**src/rtl/tcch_pkg.sv**
```systemverilog
package tcch_pkg;

	localparam int CORDIC_STAGES = 16;
	localparam int ATAN_ENTRIES  = 24;
	localparam int CORDIC_N      = (CORDIC_STAGES < ATAN_ENTRIES) ? CORDIC_STAGES : ATAN_ENTRIES;
	localparam int DIV_STEPS     = 17;
	localparam int FRONT_DEPTH   = (CORDIC_N > DIV_STEPS) ? CORDIC_N : DIV_STEPS;
	localparam int SH_W          = 5;
	localparam int AW            = 50;
	localparam int ZW            = 35;

	localparam logic signed [33:0] PI_Q30        = 34'sd3373259426;
	localparam logic signed [33:0] HALF_PI_Q30   = 34'sd1686629713;
	localparam logic signed [31:0] GAIN_Q30      = 32'sd652032874;
	localparam logic signed [15:0] HEADING_LIMIT = 16'sd25736;

	typedef enum logic [2:0] {
		REG_X_MIN       = 3'd0,
		REG_X_MAX       = 3'd1,
		REG_Y_MIN       = 3'd2,
		REG_Y_MAX       = 3'd3,
		REG_Z_MIN       = 3'd4,
		REG_Z_MAX       = 3'd5,
		REG_AXIS_NEGATE = 3'd6
	} reg_idx_t;

	typedef struct packed {
		logic [30:0] rem;
		logic [15:0] ad;
		logic [16:0] quo;
		logic        neg;
		logic        ovf;
		logic        clr;
	} div_t;

	typedef struct packed {
		logic signed [31:0] x;
		logic signed [31:0] y;
		logic signed [31:0] z;
		logic               flip;
	} sc_t;

	typedef struct packed {
		div_t [2:0] dv;
		sc_t        roll;
		sc_t        pitch;
	} front_t;

	typedef struct packed {
		logic               zro;
		logic signed [AW-1:0] a;
		logic signed [AW-1:0] b;
		logic signed [ZW-1:0] z;
		logic signed [15:0] cal_x;
		logic signed [15:0] cal_y;
		logic signed [15:0] cal_z;
	} at_t;

	function automatic logic [29:0] atan_q30(input logic [SH_W-1:0] i);
		logic [29:0] v;
		unique case (i)
			5'd0:  v = 30'd843314857;
			5'd1:  v = 30'd497837829;
			5'd2:  v = 30'd263043837;
			5'd3:  v = 30'd133525159;
			5'd4:  v = 30'd67021687;
			5'd5:  v = 30'd33543516;
			5'd6:  v = 30'd16775851;
			5'd7:  v = 30'd8388437;
			5'd8:  v = 30'd4194283;
			5'd9:  v = 30'd2097149;
			5'd10: v = 30'd1048576;
			5'd11: v = 30'd524288;
			5'd12: v = 30'd262144;
			5'd13: v = 30'd131072;
			5'd14: v = 30'd65536;
			5'd15: v = 30'd32768;
			5'd16: v = 30'd16384;
			5'd17: v = 30'd8192;
			5'd18: v = 30'd4096;
			5'd19: v = 30'd2048;
			5'd20: v = 30'd1024;
			5'd21: v = 30'd512;
			5'd22: v = 30'd256;
			5'd23: v = 30'd128;
			default: v = 30'd0;
		endcase
		return v;
	endfunction

endpackage

```
**src/rtl/tcch_front_cell.sv**
```systemverilog
module tcch_front_cell
	import tcch_pkg::*;
(
	input  logic            clk,
	input  logic            arst_n,
	input  logic            adv,
	input  logic [SH_W-1:0] idx,
	input  logic            vld_d,
	input  front_t          d,
	output logic            vld_q,
	output front_t          data_q
);

	front_t nx;
	logic   div_on;
	logic   cor_on;

	function automatic div_t div_step(input div_t s, input logic [SH_W-1:0] i);
		logic [SH_W-1:0] sh;
		logic [32:0]     dsh;
		logic            ge;
		div_t            r;
		sh  = SH_W'(DIV_STEPS - 1) - i;
		dsh = {17'b0, s.ad} << sh;
		ge  = {2'b0, s.rem} >= dsh;
		r   = s;
		r.rem = ge ? 31'({2'b0, s.rem} - dsh) : s.rem;
		r.quo = {s.quo[15:0], ge};
		return r;
	endfunction

	function automatic sc_t sc_rot(input sc_t s, input logic [SH_W-1:0] i);
		logic signed [31:0] xs;
		logic signed [31:0] ys;
		logic signed [31:0] at;
		sc_t                r;
		xs = s.x >>> i;
		ys = s.y >>> i;
		at = $signed({2'b0, atan_q30(i)});
		r  = s;
		if (s.z >= 0) begin
			r.x = s.x - ys;
			r.y = s.y + xs;
			r.z = s.z - at;
		end else begin
			r.x = s.x + ys;
			r.y = s.y - xs;
			r.z = s.z + at;
		end
		return r;
	endfunction

	assign div_on = idx < SH_W'(DIV_STEPS);
	assign cor_on = idx < SH_W'(CORDIC_N);

	always_comb begin
		nx = d;
		if (div_on) begin
			for (int k = 0; k < 3; k++) begin
				nx.dv[k] = div_step(d.dv[k], idx);
			end
		end
		if (cor_on) begin
			nx.roll  = sc_rot(d.roll, idx);
			nx.pitch = sc_rot(d.pitch, idx);
		end
	end

	always_ff @(posedge clk or negedge arst_n) begin
		if (!arst_n) begin
			vld_q <= 1'b0;
		end else if (adv) begin
			vld_q <= vld_d;
		end
	end

	always_ff @(posedge clk) begin
		if (adv) begin
			data_q <= nx;
		end
	end

endmodule

```
**config.mk**
```make
export PLATFORM = sky130hd
export DESIGN_NAME = tcch_front_cell
export DESIGN_NICKNAME = d
export VERILOG_FILES = /design/src/rtl/tcch_pkg.sv /design/src/rtl/tcch_front_cell.sv
export SDC_FILE = /design/constraint.sdc
export NUM_CORES = 2
export LEC_CHECK = 0
export BUFFER_PORTS_ARGS = -buffer_cell sky130_fd_sc_hd__buf_2
export CORE_AREA = 2 2 310 312
export CTS_CLUSTER_SIZE = 24
export DETAILED_ROUTE_END_ITERATION = 10
export DIE_AREA = 0 0 312 314
export PLACE_DENSITY = 0.68
export SLEW_MARGIN = 10
export SYNTH_ARGS = -nofsm -noshare
export SYNTH_HDL_FRONTEND = slang
export SYNTH_SLANG_ARGS = --single-unit
```
**constraint.sdc**
```tcl
create_clock -name clk -period 0.8 [get_ports clk]
set_input_delay 0.12 -clock clk [delete_from_list [all_inputs] [get_ports clk]]
set_output_delay 0.12 -clock clk [all_outputs]
set_load 0.005 [all_outputs]
```
==> out/results.ini <==
[placement]
hpwl_mm = 171
place.gp.congestion = 1.00
place_ws_ps = -5190
port_buffers = 799

[finish]
multi_input_area_mm2 = 0.0346
seq_area_mm2 = 0.0119
fillers = 6254
fin_nets = 8707
area_growth_pct = 68.3
drive_gt1_share_pct = 48.4
fin_util_pct = 78.7

[route]
drcViolationCount = 0
dr.first_iter.drc_count = 6482
wl_per_cell_um = 24.7
routed_wl_mm = 230
num_vias = 56500
drt_first_pass_iters = 8
vias_per_cell = 6.07
detail-route-antenna-nets = 0

[logic_synthesis]
ys_top_cells_by_count = nand2_1 (769), o21ai_0 (425), edfxtp_1 (395), a21oi_1 (377), ha_1 (310)
synth_seq_cells = 396
synthMuxAreaShare_pct = 15.1
synth.cell_area_mm2 = 0.0442
synth_enable_flop_cells = 395
yosysWarnings = 0
synth_cells = 5010
yosys.cell_count.top_type = nand2_1
synth_area_leaders = edfxtp_1 (27%), ha_1 (8.8%), mux4_2 (7.4%)
synth_xor_area_share_pct = 7.66
ys_seq_area_share_pct = 26.9
syn_area_per_cell_um2 = 8.81
synth_compound_area_share_pct = 21.2
synthAdderAreaFrac_pct = 9.19
netlist.area_leader.share_pct = 26.9
syn-num-nets = 5733
synth_top_family_by_area = compound AO/OA/AOI/OAI gates
async_flop_share_pct = 0.253
synth_ff_type = edfxtp_1
synth.distinct_cells = 105
synth_top_area_cell = edfxtp_1
synth-simple-area-share_pct = 16.3

[grt]
grt.overflow.total = 0
grt_pass1_wl_mm = 329
grt_pass1_vias = 54900
grt_use_total_pct = 43.6
grt_max_degree = 59
antenna_found_initial = 27

[clocking]
path_clk_slew_ps = 60
insertion_delay_ps = 620
cts_tree = built
cts_sinks = 396
cts_inserted_buffers = 45
cts-root-buf = clkbuf_16
htreeDepth = 2
clk_path_buf_depth = 3

[setup_path]
required_ps = 1170
crit_path_top_delay_cell = mux4_2
startpoint_type = input port
cpPeakStageDelay_ps = 520
rr_worst_depth = 1
cp.arrival_ps = 5520
path_max_fanout = 6
crit_type = in -> reg
cp-end-kind = register
path_cells = buf_16, buf_16, buf_12, mux4_2, buf_4, a211oi_1, inv_1, a31oi_4, nand4_1, buf_4, or2_4, o21ai_2, xor2_1, ha_1, a21oi_2, nand3_1, o211ai_1, o211ai_1, and3_1, or3_1, a21o_1, a21oi_2, nor4_2, or3_1

[die]
die-area_mm2 = 0.0980
core_area_mm2 = 0.0944
die_w_um = 312
initial_core_util_pct = 46.7
die_h_um = 314
fp-row-count = 113
pin_count = 800

[sta]
final-hold-violation-count = 1
relSlewSlack_pct = 51.1
rsz0062_at_grt = yes
fin_crit_ps = 5150
hold_ws_ps = -27.7
maxClockFrequency_mhz = 194
final_max_slew_viol_count = 0
setup_violations = 989
worst_slew_pin_slew_ps = 726
setup_ws_ps = -4350
skew_ps = 0
fin_crit_sh_pct = 643

[power_and_ir_drop]
leakagePower_nw = 33.9
ir_worst_vdd_mv = 1.77
powerDensity_mw_per_mm2 = 1660

[run]
maxCapViolations = 0

[worst_hold_path]
worst_hold_path_type = in -> reg
holdPathStages = 3

[outcome]
status = finished, violations left
violations = hold timing, setup timing

placed cells by master (no fill, tap or decap), types with 58 or more instances in the layout:
cell type         n
xnor2_1         197
inv_1           104
a21o_1          135
nand3_1          82
buf_2           788
xor2_1          159
mux2_2           79
nor2_1          252
buf_4          1925
o21ai_0         273
dlygate4sd3_1   311
o21ai_1         107
mux2i_1         141
nand2_1         735
nand2b_1         63
edfxtp_1        395
a21oi_2         106
buf_6            67
mux2_4           69
buf_12           58
a21oi_1         262
mux4_2          147
ha_1            261
worst max-delay path: cells and delay by family:
| kind | cells | cell delay (ps) |
|---|---|---|
| AND/OR/NAND/NOR | 7 | 1610 |
| XOR/XNOR | 1 | 230 |
| multiplexers | 1 | 520 |
| buffers and inverters | 6 | 870 |
| adder cells (fa/ha/maj) | 1 | 300 |
| AO/OA/AOI/OAI | 8 | 1820 |
metal layers:
| metal | global-route usage (%) | share of wire (%) | vias to the layer above | routed length [um] |
|---|---|---|---|---|
| met5 | 0 | 0.065 | - | 149 |
| met4 | 29.7 | 8.5 | 22 | 19500 |
| met3 | 9.20 | 10 | 1072 | 23000 |
| met2 | 71.8 | 46 | 3764 | 106000 |
| met1 | 51.1 | 36 | 26800 | 82000 |
| li1 | - | - | 24800 | - |
state kept, by name, indices dropped and copies added (netlist names):
register / flops
data_q: 395
vld_q: 1
timing repair:
action,CTS,global route
gates resized for setup,329,371
gates cloned,14,6
pin swaps,125,231
hold endpoints to repair,346,3
buffers inserted,93,113
hold buffers,310,1
setup endpoints to repair,732,989
cells by family (layout without fill, tap and decap cells):
logic type / after synthesis / count (layout)
muxes: 464 / 464
adders and majority gates: 319 / 319
and+or+nand+nor: 1580 / 1580
xor gates and xnor gates: 386 / 386
other: 0 / 19
DFF: 396 / 396
buffers and inverters: 384 / 3394
AOI/OAI and AO/OA: 1481 / 1481
stage by stage:
| step | std cells | TNS (ps) | cell area, um^2 | total power [mW] | hold slack, ps |
|---|---|---|---|---|---|
| 2_1_floorplan | 5010 | -1250890 | 46100 | 60.7 | -176 |
| 3_3_place_gp | 8684 | -1395570 | 64700 | 91.0 | -72.8 |
| 3_5_place_dp | 8684 | -1413000 | 64700 | 92.0 | -71.4 |
| 4_1_cts | 9184 | -1278370 | 71700 | 117 | -65.7 |
| 5_1_grt | 9296 | -1379260 | 74300 | 128 | -36.1 |
| 6_report | 9304 | -1335510 | 74300 | 123 | -27.7 |
report_power, final:
| part | internal [mW] | switching (mW) | leakage, nW |
|---|---|---|---|
| combinational | 37.4 | 37.5 | 29.3 |
| sequential | 26.8 | 1.20 | 3.87 |
| clock | 11.2 | 9.38 | 0.683 |
| total | 75.4 | 48.0 | 33.9 |
final timing paths:
| path | from | to | slack, ps |
|---|---|---|---|
| min in group asynchronous | arst_n | vld_q | 400 |
| hold reg to reg | vld_q | vld_q | 530 |
| max in group asynchronous | arst_n | vld_q | 270 |
| setup reg to reg | vld_q | vld_q | 50 |
| setup / recovery | idx[0] | data_q[191] | -4350 |
| hold / removal | d[381] | data_q[381] | -30 |
final cells by class:
| cell class | count | share of cell area, % |
|---|---|---|
| clock inverters | 20 | 0.224 |
| diodes | 19 | 0.0640 |
| inverters | 123 | 0.697 |
| flip-flops and latches | 396 | 16.0 |
| repair buffers | 3187 | 32.6 |
| repair inverters | 1 | 0.0219 |
| clock buffers | 63 | 1.66 |
| multi-input cells | 4230 | 46.6 |
| well taps | 1265 | 2.13 |
Note: power is estimated with default switching activity, not from simulation.
