## src/rtl/tcch_pkg.sv

```systemverilog
package tcch_pkg;

	localparam int CORDIC_STAGES = 16;
	localparam int ATAN_ENTRIES  = 24;
	localparam int CORDIC_N      = (CORDIC_STAGES < ATAN_ENTRIES) ? CORDIC_STAGES : ATAN_ENTRIES;
	localparam int DIV_STEPS     = 17;
	localparam int FRONT_DEPTH   = (CORDIC_N > DIV_STEPS) ? CORDIC_N : DIV_STEPS;
	localparam int SH_W          = 5;
	localparam int AW            = 50;
	localparam int ZW            = 35;

	localparam logic signed [33:0] PI_Q30        = 34'sd3373259426;
	localparam logic signed [33:0] HALF_PI_Q30   = 34'sd1686629713;
	localparam logic signed [31:0] GAIN_Q30      = 32'sd652032874;
	localparam logic signed [15:0] HEADING_LIMIT = 16'sd25736;

	typedef enum logic [2:0] {
		REG_X_MIN       = 3'd0,
		REG_X_MAX       = 3'd1,
		REG_Y_MIN       = 3'd2,
		REG_Y_MAX       = 3'd3,
		REG_Z_MIN       = 3'd4,
		REG_Z_MAX       = 3'd5,
		REG_AXIS_NEGATE = 3'd6
	} reg_idx_t;

	typedef struct packed {
		logic [30:0] rem;
		logic [15:0] ad;
		logic [16:0] quo;
		logic        neg;
		logic        ovf;
		logic        clr;
	} div_t;

	typedef struct packed {
		logic signed [31:0] x;
		logic signed [31:0] y;
		logic signed [31:0] z;
		logic               flip;
	} sc_t;

	typedef struct packed {
		div_t [2:0] dv;
		sc_t        roll;
		sc_t        pitch;
	} front_t;

	typedef struct packed {
		logic               zro;
		logic signed [AW-1:0] a;
		logic signed [AW-1:0] b;
		logic signed [ZW-1:0] z;
		logic signed [15:0] cal_x;
		logic signed [15:0] cal_y;
		logic signed [15:0] cal_z;
	} at_t;

	function automatic logic [29:0] atan_q30(input logic [SH_W-1:0] i);
		logic [29:0] v;
		unique case (i)
			5'd0:  v = 30'd843314857;
			5'd1:  v = 30'd497837829;
			5'd2:  v = 30'd263043837;
			5'd3:  v = 30'd133525159;
			5'd4:  v = 30'd67021687;
			5'd5:  v = 30'd33543516;
			5'd6:  v = 30'd16775851;
			5'd7:  v = 30'd8388437;
			5'd8:  v = 30'd4194283;
			5'd9:  v = 30'd2097149;
			5'd10: v = 30'd1048576;
			5'd11: v = 30'd524288;
			5'd12: v = 30'd262144;
			5'd13: v = 30'd131072;
			5'd14: v = 30'd65536;
			5'd15: v = 30'd32768;
			5'd16: v = 30'd16384;
			5'd17: v = 30'd8192;
			5'd18: v = 30'd4096;
			5'd19: v = 30'd2048;
			5'd20: v = 30'd1024;
			5'd21: v = 30'd512;
			5'd22: v = 30'd256;
			5'd23: v = 30'd128;
			default: v = 30'd0;
		endcase
		return v;
	endfunction

endpackage

```

## src/rtl/tcch_atan_cell.sv

```systemverilog
module tcch_atan_cell
	import tcch_pkg::*;
(
	input  logic            clk,
	input  logic            arst_n,
	input  logic            adv,
	input  logic [SH_W-1:0] idx,
	input  logic            vld_d,
	input  at_t             d,
	output logic            vld_q,
	output at_t             data_q
);

	at_t                  nx;
	logic signed [AW-1:0] as;
	logic signed [AW-1:0] bs;
	logic signed [ZW-1:0] at;

	assign as = d.a >>> idx;
	assign bs = d.b >>> idx;
	assign at = $signed({5'b0, atan_q30(idx)});

	always_comb begin
		nx = d;
		if (d.b >= 0) begin
			nx.a = d.a + bs;
			nx.b = d.b - as;
			nx.z = d.z + at;
		end else begin
			nx.a = d.a - bs;
			nx.b = d.b + as;
			nx.z = d.z - at;
		end
	end

	always_ff @(posedge clk or negedge arst_n) begin
		if (!arst_n) begin
			vld_q <= 1'b0;
		end else if (adv) begin
			vld_q <= vld_d;
		end
	end

	always_ff @(posedge clk) begin
		if (adv) begin
			data_q <= nx;
		end
	end

endmodule

```

## config.mk

```make
export PLATFORM = sky130hd
export DESIGN_NAME = tcch_atan_cell
export DESIGN_NICKNAME = d
export VERILOG_FILES = /design/src/rtl/tcch_pkg.sv /design/src/rtl/tcch_atan_cell.sv
export SDC_FILE = /design/constraint.sdc
export NUM_CORES = 1
export LEC_CHECK = 0
export BUFFER_PORTS_ARGS = -buffer_cell sky130_fd_sc_hd__buf_2
export CORE_ASPECT_RATIO = 0.9
export CORE_MARGIN = 2
export CORE_UTILIZATION = 50
export DETAILED_ROUTE_END_ITERATION = 12
export PLACE_DENSITY = 0.71
export SLEW_MARGIN = 20
export SYNTH_ARGS = -nofsm -noshare
export SYNTH_HDL_FRONTEND = slang
export SYNTH_SLANG_ARGS = --single-unit
```

## constraint.sdc

```tcl
create_clock -name clk -period 0.8 [get_ports clk]
set_input_delay 0 -clock clk [delete_from_list [all_inputs] [get_ports clk]]
set_output_delay 0 -clock clk [all_outputs]
set_load 0.03 [all_outputs]
```

==> qor.yml, run 1 <==
synth_area_um2: 23690
clock-sinks: 185
synthFlopType: "edfxtp_1"
syn_inst: 2536
yosys_warnings: 0
synth_async_sr_flop_share_pct: 0.5405
synth_top_area_share_pct: 23.32
gp_congestion: 1.157
worstEndpointGrtRepair: "data_q[181]$_DFFE_PP_/D"
ys_types: 95
root_buffer: "clkbuf_16"
cts_buffer_depth: 2
portBuffers: 377
syn_avg_cell_area_um2: 9.342
grt_max_degree: 68
gr-total-overflow: 16
start_util_pct: 50.69
synth_edf_count: 184
status: "did not finish"
hpwlAfterDp_mm: 97.96
synth_seq_cells: 185
cts_made_buffers: 17
synth_area_leader_cell: "edfxtp_1"
haltStage: "5_1_grt"
endpoint_type: "register input"
tool.error: "[ERROR GRT-0232] Routing congestion too high. Check the congestion heatmap in the GUI."
fp.dieH_um: 210.5
synth.top_cells.by_area: "edfxtp_1 23%, mux4_2 10%, ha_1 7.5%"
ios: 378
cts_max_level: 4
core.rowCount: 75
fp.dieW_um: 233.4
grtUsageTotal_pct: 77.29
synth-seq-area-share_pct: 23.43
syn_nets: 2874
synthesized netlist by cell type (22+ instances only):
cell type,n
nand3_1,60
edfxtp_1,184
o211ai_1,23
clkbuf_1,79
inv_1,49
a21oi_1,184
nand2b_1,39
buf_2,34
ha_1,142
nand2_1,199
o21a_1,22
a31oi_1,28
nor2_1,158
nor3_1,49
xnor2_1,153
a21o_1,82
nand4_1,28
mux2_2,85
or2_2,26
mux4_2,109
o21ai_0,152
a22oi_1,35
o31ai_1,23
xor2_1,80
mux2i_1,101
a211oi_1,29
per-stage QoR:
stage	std cells	area (um2)	setup slack, ps	util, %	hold slack [ps]
after floorplan	2536	24870	-4709	-	-295.6
after global placement	4456	34690	-5415	74.22	-223.9
after detailed placement	4456	34690	-5720	74.22	-224.1
after CTS	4653	38270	-4390	81.89	-213.7
layer usage:
metal | GRT overflow | GRT usage [%]
met5 | 1 | 54.44
met1 | 0 | 77.81
met2 | 6 | 90.58
met3 | 2 | 67.97
met4 | 7 | 67.61
cell families after synthesis:
family / after synthesis / share of synthesized area, %
compound gates: 779 / 21.93
simple gates: 679 / 14.21
fa+ha+maj: 145 / 7.753
xor+xnor: 234 / 8.709
buf+inv: 208 / 4.141
mux: 306 / 19.83
flops: 185 / 23.43
timing repair:
| item | CTS |
|---|---|
| resized for setup | 312 |
| pin swaps | 124 |
| hold endpoints to repair | 66 |
| gates cloned | 9 |
| setup buffers | 116 |
| endpoints found under the setup margin | 320 |
| hold buffers | 54 |
==> run 2, diff against run 1 <==
--- a/config.mk
+++ b/config.mk
@@ -6,11 +6,10 @@
 export NUM_CORES = 1
 export LEC_CHECK = 0
 export BUFFER_PORTS_ARGS = -buffer_cell sky130_fd_sc_hd__buf_2
-export CORE_ASPECT_RATIO = 0.9
 export CORE_MARGIN = 2
-export CORE_UTILIZATION = 50
+export CORE_UTILIZATION = 35
 export DETAILED_ROUTE_END_ITERATION = 12
-export PLACE_DENSITY = 0.71
+export PLACE_DENSITY_LB_ADDON = 0.15
 export SLEW_MARGIN = 20
 export SYNTH_ARGS = -nofsm -noshare
 export SYNTH_HDL_FRONTEND = slang
==> constraint.sdc (replaced) <==
create_clock -name clk -period 1 [get_ports clk]
set_input_delay 0 -clock clk [delete_from_list [all_inputs] [get_ports clk]]
set_output_delay 0 -clock clk [all_outputs]
set_load 0.03 [all_outputs]
==> qor.yml, run 2 <==
status: "complete, but fails checks"
violations: "negative hold slack, negative setup slack"
final_nets: 4515
reg_top3: "data_q: 184 flops, vld_q: 1 flops"
ios: 378  # unchanged
syn_inst: 2536  # unchanged
cts_max_level: 4  # unchanged
fp.dieH_um: 264.2  # +25%
grt_pass1_wl_mm: 190.7
fp.dieW_um: 264.2  # +13%
gp_congestion: 1.081  # -6.6%
grtUsageTotal_pct: 36.64
clk_pin_slew_worst_paths_ps: 80
syn2layout_area_growth_pct: 72.81
fill_cells: 5745
drive_gt1_share_pct: 57.80
wl_per_cell_um: 25.94
fin_ws_ps: -4418
finalCritPeriodShare_pct: 541.8
core.rowCount: 95  # +27%
slew_headroom_pct: 33.93
fin_crit_ps: 5418
tightest_slew_ps: 991.0
r2r_end: "vld_q$_DFFE_PN0P_"
ant_nets: 0
clock-sinks: 185  # unchanged
crit_path_end_kind: "flop"
p_per_area_nw_per_um2: 1433
synth_edf_count: 184  # unchanged
critical_path_class: "in -> reg"
crit_arrival_ps: 5670
synthTopCellsByCount: "199 x nand2_1, 184 x a21oi_1, 184 x edfxtp_1"
start_util_pct: 35.34  # -15 points
root_buffer: "clkbuf_16"
portBuffers: 377  # unchanged
synth_area_leader_cell: "edfxtp_1"
cp-start-kind: "primary input"
min_path_type: "in -> reg"
fin_worst_skew_ps: 0
synth_area_um2: 23690  # unchanged
critPathMaxStageDelay_ps: 550
cp_top_family: "compound AO/OA/AOI/OAI gates"
hold_viol: 3
hpwlAfterDp_mm: 105.7  # +7.9%
total_power_mw: 58.67
rr_startpoint: "vld_q$_DFFE_PN0P_"
synth_seq_cells: 185  # unchanged
final_common_cell: "buf_4"
final_cell_mix: "1,212 x buf_4, 369 x buf_2, 184 x edfxtp_1"
syn_nets: 2874  # unchanged
synth.top_cells.by_area: "edfxtp_1 23%, mux4_2 10%, ha_1 7.5%"
grt_max_degree: 69
synth_top_area_share_pct: 23.32  # unchanged
setup_violations: 320
path_max_fanout: 7
r2r.worst_path.cells: 1
slowest_stage: "mux4_2"
path_buf_inv: 5
tritoncts: "yes"
antenna_found_initial: 9
syn_avg_cell_area_um2: 9.342  # unchanged
hp-start: "d[48]"
max-cap-violations: 0
rsz0062_at_grt: "true"
total_leakage_power_nw: 18.23
cts_buffer_depth: 2  # unchanged
core_um2: 67040
utilization_pct: 61.07
slew_violations: 0
yosys_warnings: 0  # unchanged
startpoint: "idx[0]"
final.setup.tns_ps: -454330
num_vias: 29264
synthFlopType: "edfxtp_1"
worstPathRequired_ps: 1250
drtPass1Iterations: 8
drc: 0
routed_wl_mm: 131.5
holdPathEnd: "data_q[48]$_DFFE_PP_"
ys_types: 95  # unchanged
synth_most_common_cell: "nand2_1"
hold_slack_ps: -180.2
ir_drop_mv: 1.222
ctsHoldBuffers: 54  # unchanged
grt_pass1_vias: 29385
cts_made_buffers: 17  # unchanged
dr.first_iter.drc_count: 2815
vias_per_cell: 5.774
max_flop_register: "data_q"
clock.fmax_mhz: 184.6
largest_reg_flops: 184
synth_async_sr_flop_share_pct: 0.5405  # unchanged
insertion_delay_ps: 500
gr-total-overflow: 0
synth-seq-area-share_pct: 23.43  # unchanged
dieArea_um2: 69780
reg2reg_setup_slack_ps: 240
whs_path_depth: 2
==> run 2: cell counts after synthesis <==
Identical to the previous run, type by type.
==> run 2: logic make-up after synthesis <==
| logic type | after synthesis | share of synthesized area (%) |
|---|---|---|
| XOR/XNOR | 234 | 8.709 |
| flip-flops | 185 | 23.43 |
| AND/OR/NAND/NOR | 679 | 14.21 |
| AO/OA/AOI/OAI | 779 | 21.93 |
| multiplexers | 306 | 19.83 |
| adder cells (fa/ha/maj) | 145 | 7.753 |
| buffers and inverters | 208 | 4.141 |
==> run 2: power by group <==
group,switching [mW],leakage (nW),total [mW],internal [mW]
Sequential,0.438,1.81,11.5,11.0
Clock,4.54,0.315,8.15,3.61
Combinational,20.9,16.1,39.1,18.2
Total,25.9,18.2,58.7,32.8
==> run 2: final cells by class <==
type                       count  area (um2)  share of cell area [%]
multi-input combinational   2143       19920                   48.65
inverter                      53       214.0                  0.5226
tap                          873        1092                   2.668
antenna                        5       12.51                 0.03056
timing repair buffer        1777       13500                   32.97
clock buffer                  17       425.4                   1.039
clock inverter                15       230.2                  0.5623
sequential                   185        5550                   13.56
==> run 2: routing by layer <==
metal	vias up	track usage, %	share of wire (%)
li1	13165	-	-
met1	14534	48.84	42
met2	1333	59.83	47
met3	230	5.947	7.8
met4	2	13.33	3.9
met5	-	0	0.0099
==> run 2: worst max-delay path by stage <==
stage,endpoint,slack (ps),cells past startpoint
final,data_q[169]$_DFFE_PP_,-4420,25
after detailed placement,data_q[132]$_DFFE_PP_,-5430,27
after floorplan,data_q[181]$_DFFE_PP_,-4510,24
after CTS,data_q[177]$_DFFE_PP_,-4310,23
after global routing,data_q[132]$_DFFE_PP_,-4570,24
after global placement,data_q[132]$_DFFE_PP_,-5360,26
==> run 2: repair_timing <==
item / CTS / global route
pin swaps: 194 / 164
resized for setup: 406 / 159
gates cloned: 4 / 0
buffers inserted: 137 / 54
endpoints found under the hold margin: 86 / 4
setup endpoints to repair: 320 / 320
==> run 2: per-stage QoR <==
step / worst slack, ps / cells / instance area [um2] / hold slack (ps)
2_1_floorplan: -4509 / 2536 / 24870 / -295.6
3_3_place_gp: -5360 / 4812 / 35790 / -225.3
3_5_place_dp: -5426 / 4812 / 35790 / -222.0
4_1_cts: -4310 / 5027 / 39970 / -205.3
5_1_grt: -4569 / 5068 / 40940 / -196.0
6_report: -4418 / 5068 / 40940 / -180.2
(Power assumes the default switching activity.)
